`src/hdl/ppp_pkg.sv`:
```
// Shared widths, register codes, reset values and helpers for the perspective point projector.
`timescale 1ns / 1ps
package ppp_pkg;
	localparam int CW = 21;
	localparam int VW = 3 * CW;
	localparam int DW = CW + 1;
	localparam int PRW = CW + DW;
	localparam int SUMW = PRW + 2;
	localparam int UW = SUMW + 1;
	localparam int AAW = 2 * CW;
	localparam int SQW = AAW + 2;
	localparam int TW = SQW + 1;
	localparam int SZW = 12;
	localparam int QW = 24;
	localparam int IDXW = 3;
	localparam int OUT_FRAC_BITS_DEF = 4;
	localparam int MUL_CHUNK = 31;
	localparam int CFG_SETTLE = 6;
	localparam int SETW = 3;

	localparam logic signed [QW-1:0] OUT_MAX = 24'sh7FFFFF;
	localparam logic signed [QW-1:0] OUT_MIN = 24'sh800000;

	localparam logic [VW-1:0] CAM_RST = 63'd0;
	localparam logic [VW-1:0] VIEW_RST = 63'd41;
	localparam logic [VW-1:0] HVEC_RST = 63'd4397725646848;
	localparam logic [VW-1:0] VVEC_RST = 63'd505775348776960;
	localparam logic [SZW-1:0] WIDTH_RST = 12'd800;
	localparam logic [SZW-1:0] HEIGHT_RST = 12'd600;

	typedef enum logic [IDXW-1:0] {
		REG_CAMERA = 3'd0,
		REG_VIEW = 3'd1,
		REG_HVEC = 3'd2,
		REG_VVEC = 3'd3,
		REG_WIDTH = 3'd4,
		REG_HEIGHT = 3'd5
	} cfg_reg_t;

	typedef struct packed {
		logic bad;
		logic hi;
		logic lo;
		logic neg;
	} ax_flag_t;

	// pick component i (x, y, z) of a packed vector register
	function automatic logic signed [CW-1:0] comp(input logic [VW-1:0] v, input int unsigned i);
		comp = v[i * CW +: CW];
	endfunction
endpackage

```
`src/hdl/ppp_mul.sv`:
```
// Three-stage signed multiplier built from 32x32 partial products.
`timescale 1ns / 1ps
module ppp_mul #(
	parameter int AW = 16,
	parameter int BW = 16
) (
	input  logic                    clk,
	input  logic [2:0]              adv,
	input  logic signed [AW-1:0]    a,
	input  logic signed [BW-1:0]    b,
	output logic signed [AW+BW-1:0] p
);
	localparam int CH = ppp_pkg::MUL_CHUNK;
	localparam int NA = (AW + CH - 1) / CH;
	localparam int NB = (BW + CH - 1) / CH;
	localparam int PW = AW + BW;

	logic signed [NA*CH-1:0] ax;
	logic signed [NB*CH-1:0] bx;
	logic signed [CH:0] ca [NA];
	logic signed [CH:0] cb [NB];
	logic signed [2*CH+1:0] pp_s1 [NA][NB];
	logic signed [PW-1:0] row_s2 [NA];
	logic signed [PW-1:0] row_c [NA];
	logic signed [PW-1:0] p_s3;
	logic signed [PW-1:0] sum_c;

	assign ax = (NA*CH)'(a);
	assign bx = (NB*CH)'(b);

	// lower chunks are unsigned, the top chunk carries the sign
	for (genvar i = 0; i < NA; i++) begin : g_ca
		if (i == NA - 1) begin : g_top
			assign ca[i] = {ax[i*CH+CH-1], ax[i*CH +: CH]};
		end else begin : g_low
			assign ca[i] = {1'b0, ax[i*CH +: CH]};
		end
	end
	for (genvar j = 0; j < NB; j++) begin : g_cb
		if (j == NB - 1) begin : g_top
			assign cb[j] = {bx[j*CH+CH-1], bx[j*CH +: CH]};
		end else begin : g_low
			assign cb[j] = {1'b0, bx[j*CH +: CH]};
		end
	end

	always_ff @(posedge clk) begin
		if (adv[0]) begin
			for (int i = 0; i < NA; i++) begin
				for (int j = 0; j < NB; j++) begin
					pp_s1[i][j] <= ca[i] * cb[j];
				end
			end
		end
	end

	always_comb begin
		for (int i = 0; i < NA; i++) begin
			row_c[i] = '0;
			for (int j = 0; j < NB; j++) begin
				row_c[i] = row_c[i] + (PW'(pp_s1[i][j]) << (CH * j));
			end
		end
	end

	always_ff @(posedge clk) begin
		if (adv[1]) begin
			row_s2 <= row_c;
		end
	end

	always_comb begin
		sum_c = '0;
		for (int i = 0; i < NA; i++) begin
			sum_c = sum_c + (row_s2[i] << (CH * i));
		end
	end

	always_ff @(posedge clk) begin
		if (adv[2]) begin
			p_s3 <= sum_c;
		end
	end

	assign p = p_s3;
endmodule

```
`config.mk`:
```
export PLATFORM = sky130hd
export DESIGN_NAME = ppp_mul
export DESIGN_NICKNAME = d
export VERILOG_FILES = /design/src/hdl/ppp_pkg.sv /design/src/hdl/ppp_mul.sv
export SDC_FILE = /design/constraint.sdc
export NUM_CORES = 1
export LEC_CHECK = 0
export ABC_AREA = 1
export BUFFER_PORTS_ARGS = -buffer_cell sky130_fd_sc_hd__buf_2
export CAP_MARGIN = 20
export CORE_MARGIN = 4
export CORE_UTILIZATION = 30
export DETAILED_ROUTE_END_ITERATION = 10
export GPL_TIMING_DRIVEN = 0
export PLACE_DENSITY = 0.55
export SYNTH_ARGS = -nofsm -noshare
export SYNTH_HDL_FRONTEND = slang
export SYNTH_SLANG_ARGS = --single-unit
```
`constraint.sdc`:
```
create_clock -name clk -period 11.7 [get_ports clk]
set_input_delay 1.755 -clock clk [delete_from_list [all_inputs] [get_ports clk]]
set_output_delay 1.755 -clock clk [all_outputs]
set_load 0.01 [all_outputs]
```
-- Yosys cells after proc, flatten, opt, wreduce, memory -nomap -nowiden
Memories as Yosys holds them, arrays and structs flattened. A register that Yosys moved wholly into a read port is not among the register bits.
Cells that the tools add are included.
Widths: inputs -> output; s select.
- bits in writable memories: 64
- register bits after elaboration: 32
- latch bits: 0
- input port bits: 36
- word-level logic and storage cells: 5
- memories: 1
- ROM bits: 0
- multiply operators: 1
- mux-type cells: 2
- equality and inequality tests: 0
- add/sub/neg operators: 0
- div/mod/pow operators: 0
- reductions and logical operators: 0
- shifts and indexed selects: 0
- bitwise gates (word level): 0
- order comparisons: 0
- memories (name ; words ; bits a word ; read ports ; clocked after memory_dff ; write ports ; RTL line ; source):
    pp_s1 ; 1 ; 64 ; 1 ; 1 ; 1 ; ppp_mul.sv:22 ; logic signed [2*CH+1:0] pp_s1 [NA][NB];
- operators with widths (kind ; number):
    $mul 16x16->32 ; 1
    $mux 1 ; 2

-- Logic depth before layout (Yosys ltp)
- word-level depth: 2
- depth in mapped cells: 28
- depth with buffers taken out: 26

-- Least setup slack after synthesis
No wires, ideal clock.
- path type: input port to flip-flop
- start point: in b[6]
- end point: mem pp_s1[0][62] in the netlist's numbering, data pin
- slack: 4.773 ns
- stages on the path: 22
- path buffers: 2
- library setup time: 0.253 ns
- arrival time: 6.674 ns
- cells stage by stage: clkbuf_1 -> clkbuf_1 -> nand2_1 -> fa_1 -> inv_1 -> fa_1 -> inv_1 -> fa_1 -> fa_1 -> fa_1 -> fa_1 -> inv_1 -> ha_1 -> nand2_1 -> nor2_1 -> nand2_1 -> nor3_1 -> nand2_1 -> inv_1 -> nor2_1 -> nand2_1 -> nand2_1
- longest elaborated chain between the ends: 1
- ends and longest elaborated chain (what ; RTL line ; source):
    start, declared ; ppp_mul.sv:10 ; input logic signed [BW-1:0] b,
    $mul 16x16->32 ; ppp_mul.sv:51 ; pp_s1[i][j] <= ca[i] * cb[j];
    end, declared ; ppp_mul.sv:22 ;
Every way passes these cells.

-- Worst setup path in the final report
- start point: in b[8]
- end point: mem pp_s1[0][26] in the netlist's numbering, data pin
The elaborated chain is that of the path after synthesis.

==> metrics.yaml <==
logic_synthesis:
  ys_seq_area_frac: 0.2093
  syn_area_um2: 13780
  yosys_warnings: 0
  synth_cells: 1578
  yosys.area.top_type: "fa_1"
  ys_ff_latch: 96
  synth_top_area_frac: 0.3807
  yosysUniqueCellTypes: 29
  ys_top_cells_by_area: "fa_1 (38%), edfxtp_1 (21%), inv_1 (14%)"
  syn_nets: 1958
  avgSynthCellArea_um2: 8.730
clock_tree:
  cts_resized: 0
  tritoncts: "yes"
  cts_max_path_buffers: 2
  cts_sinks: 96
  cts_setup_buffers: 0
  cts_buffers: 9
  ctsHoldBuffers: 0
  htreeDepth: 3
  cts-root-buf: "clkbuf_16"
  cts.clk_slew.worst_paths_ps: 70
  insertion_delay_ps: 330
run:
  maxCapViolCount: 0
timing:
  slew_headroom: 0.4945
  fin_skew_ps: 7.602
  setup_viol: 0
  slew_violations: 0
  rsz0062_at_grt: "false"
  period_needed_ps: 7590
  finalSetupTns_ps: 0
  hold_viol: 0
  fin_crit_sh: 0.6487
  max_freq_mhz: 131.8
  tightest_slew_ps: 758.3
finish:
  antenna_cells: 0
  regArea_um2: 2883
  drive_gt1_frac: 0.05141
  nFillCells: 4769
  num-nets-final: 2010
  layout_common_cells: "inv_1 (496), nand2_1 (398), fa_1 (262), edfxtp_1 (96), ha_1 (82)"
  multiInputGateArea_um2: 8806
  syn_to_final_growth_pct: 9.410
  final_common_cell: "inv_1"
worst_setup_path:
  path_cells: "clkbuf_1 -> clkbuf_1 -> nand2_1 -> fa_1 -> inv_1 -> fa_1 -> inv_1 -> fa_1 -> inv_1 -> fa_1 -> fa_1 -> inv_1 -> fa_1 -> inv_1 -> ha_1 -> nand2_1 -> inv_1 -> nand2_1 -> nor3_1 -> nand3_1 -> nand4_1 -> nand2_1"
  worstSetupPathType: "input port to flip-flop"
  cp_max_fo: 10
  start_kind: "input port"
  cp-startpoint: "b[8]"
  max_stage_delay_ps: 580
  r2r_start: "row_s2[29]"
  required_ps: 11790
  end_kind: "flip-flop"
  cp_slowest_cell: "clkbuf_1"
  arrival_ps: 7680
grt:
  gr-usage-all-layers: 0.1435
  grt_start_max_net_pins: 33
  antenna_found_initial: 0
  grt.overflow.total: 0
  grt_pass1_vias: 10730
  grt_pass1_wl_um: 56140
floorplanning:
  start_util: 0.3036
  die_h_um: 222.3
  rows: 78
  dieArea_um2: 49410
  die_width_um: 222.3
  io_pins: 68
  core_um2: 45380
drt:
  via_per_inst: 4.373
  postRouteAntennaNets: 0
  drc: 0
  wl_um: 33930
  vias: 9770
  drt-initial-drc-count: 690
  first_pass_iters: 6
  wl_per_cell_um: 15.19
worst_hold_path:
  hp-start: "row_s2[14]"
  hp-class: "flip-flop to flip-flop"
placed_design:
  gp_congestion: 0.8937
  port_buffers: 41
  hpwl_um: 28940
outcome:
  status: "finished clean"
stage by stage:
stage / util / hold WS, ps / instances / setup slack (ps) / area [µm²]
floorplan: - / 400.3 / 1578 / 4773 / 13780
global placement: 0.3246 / 400.3 / 2219 / 3813 / 14730
detailed placement: 0.3246 / 404.5 / 2219 / 3773 / 14730
CTS: 0.3321 / 419.2 / 2234 / 4151 / 15070
global route: 0.3321 / 424.5 / 2234 / 3777 / 15070
finish: 0.3321 / 417.2 / 2234 / 4110 / 15070
sequential cells by signal, indices dropped and copies added, names as in the netlist:
signal / count
pp_s1: 32
row_s2: 32
p: 32
path summary, 6_finish.rpt:
path / cells after the start / to / slack, ps
worst max register to register: 0 / p[29] / 11060
worst min-delay path: 0 / p[14] / 420
worst min register to register: 0 / p[14] / 420
worst max-delay path: 22 / pp_s1[0][26] / 4110
area by class of cell:
class,instances,share of cell area
inverters,498,0.1240
well taps,600,0.04981
repair buffers,41,0.01361
multi-input cells,926,0.5843
clock inverters,6,0.007637
plain buffers,58,0.01444
flip-flops and latches,96,0.1913
clock buffers,9,0.01494
layer usage:
layer  wire, µm  global-route usage  vias to the layer above
met5          0                   0                        -
met4        601             0.03021                        0
met3       2174             0.02695                       35
met2      16920              0.2535                      265
met1      14230              0.1842                     4876
li1           -                   -                     4594
critical path: cells and delay by family:
kind	cells	cell delay [ps]
adders and majority gates	7	3430
and+or+nand+nor	7	1040
buffers and inverters	8	1430
Yosys cell counts, drive strengths merged:
cell type / instances
edfxtp: 96
nor3: 8
o21ai: 9
o21bai: 4
xor2: 17
nand3: 34
nand4: 11
buf: 1
fa: 262
a21oi: 25
and2: 1
ha: 82
nor2: 53
inv: 498
nand3b: 3
o21a: 1
clkbuf: 57
or2: 4
nand2: 407
a21o: 1
xnor2: 4
cells by family (layout without fill, tap and decap cells):
| kind of cell | count (synthesis) | in the layout | synth area share |
|---|---|---|---|
| AO/OA/AOI/OAI | 40 | 40 | 0.01590 |
| XOR/XNOR | 21 | 21 | 0.01335 |
| adder cells (fa/ha/maj) | 344 | 344 | 0.4552 |
| buffers and inverters | 556 | 612 | 0.1515 |
| flip-flops | 96 | 96 | 0.2093 |
| AND/OR/NAND/NOR | 521 | 521 | 0.1548 |
Power is not shown: default switching activity piles up to over one toggle a cycle in this logic, so the estimate is an artifact.
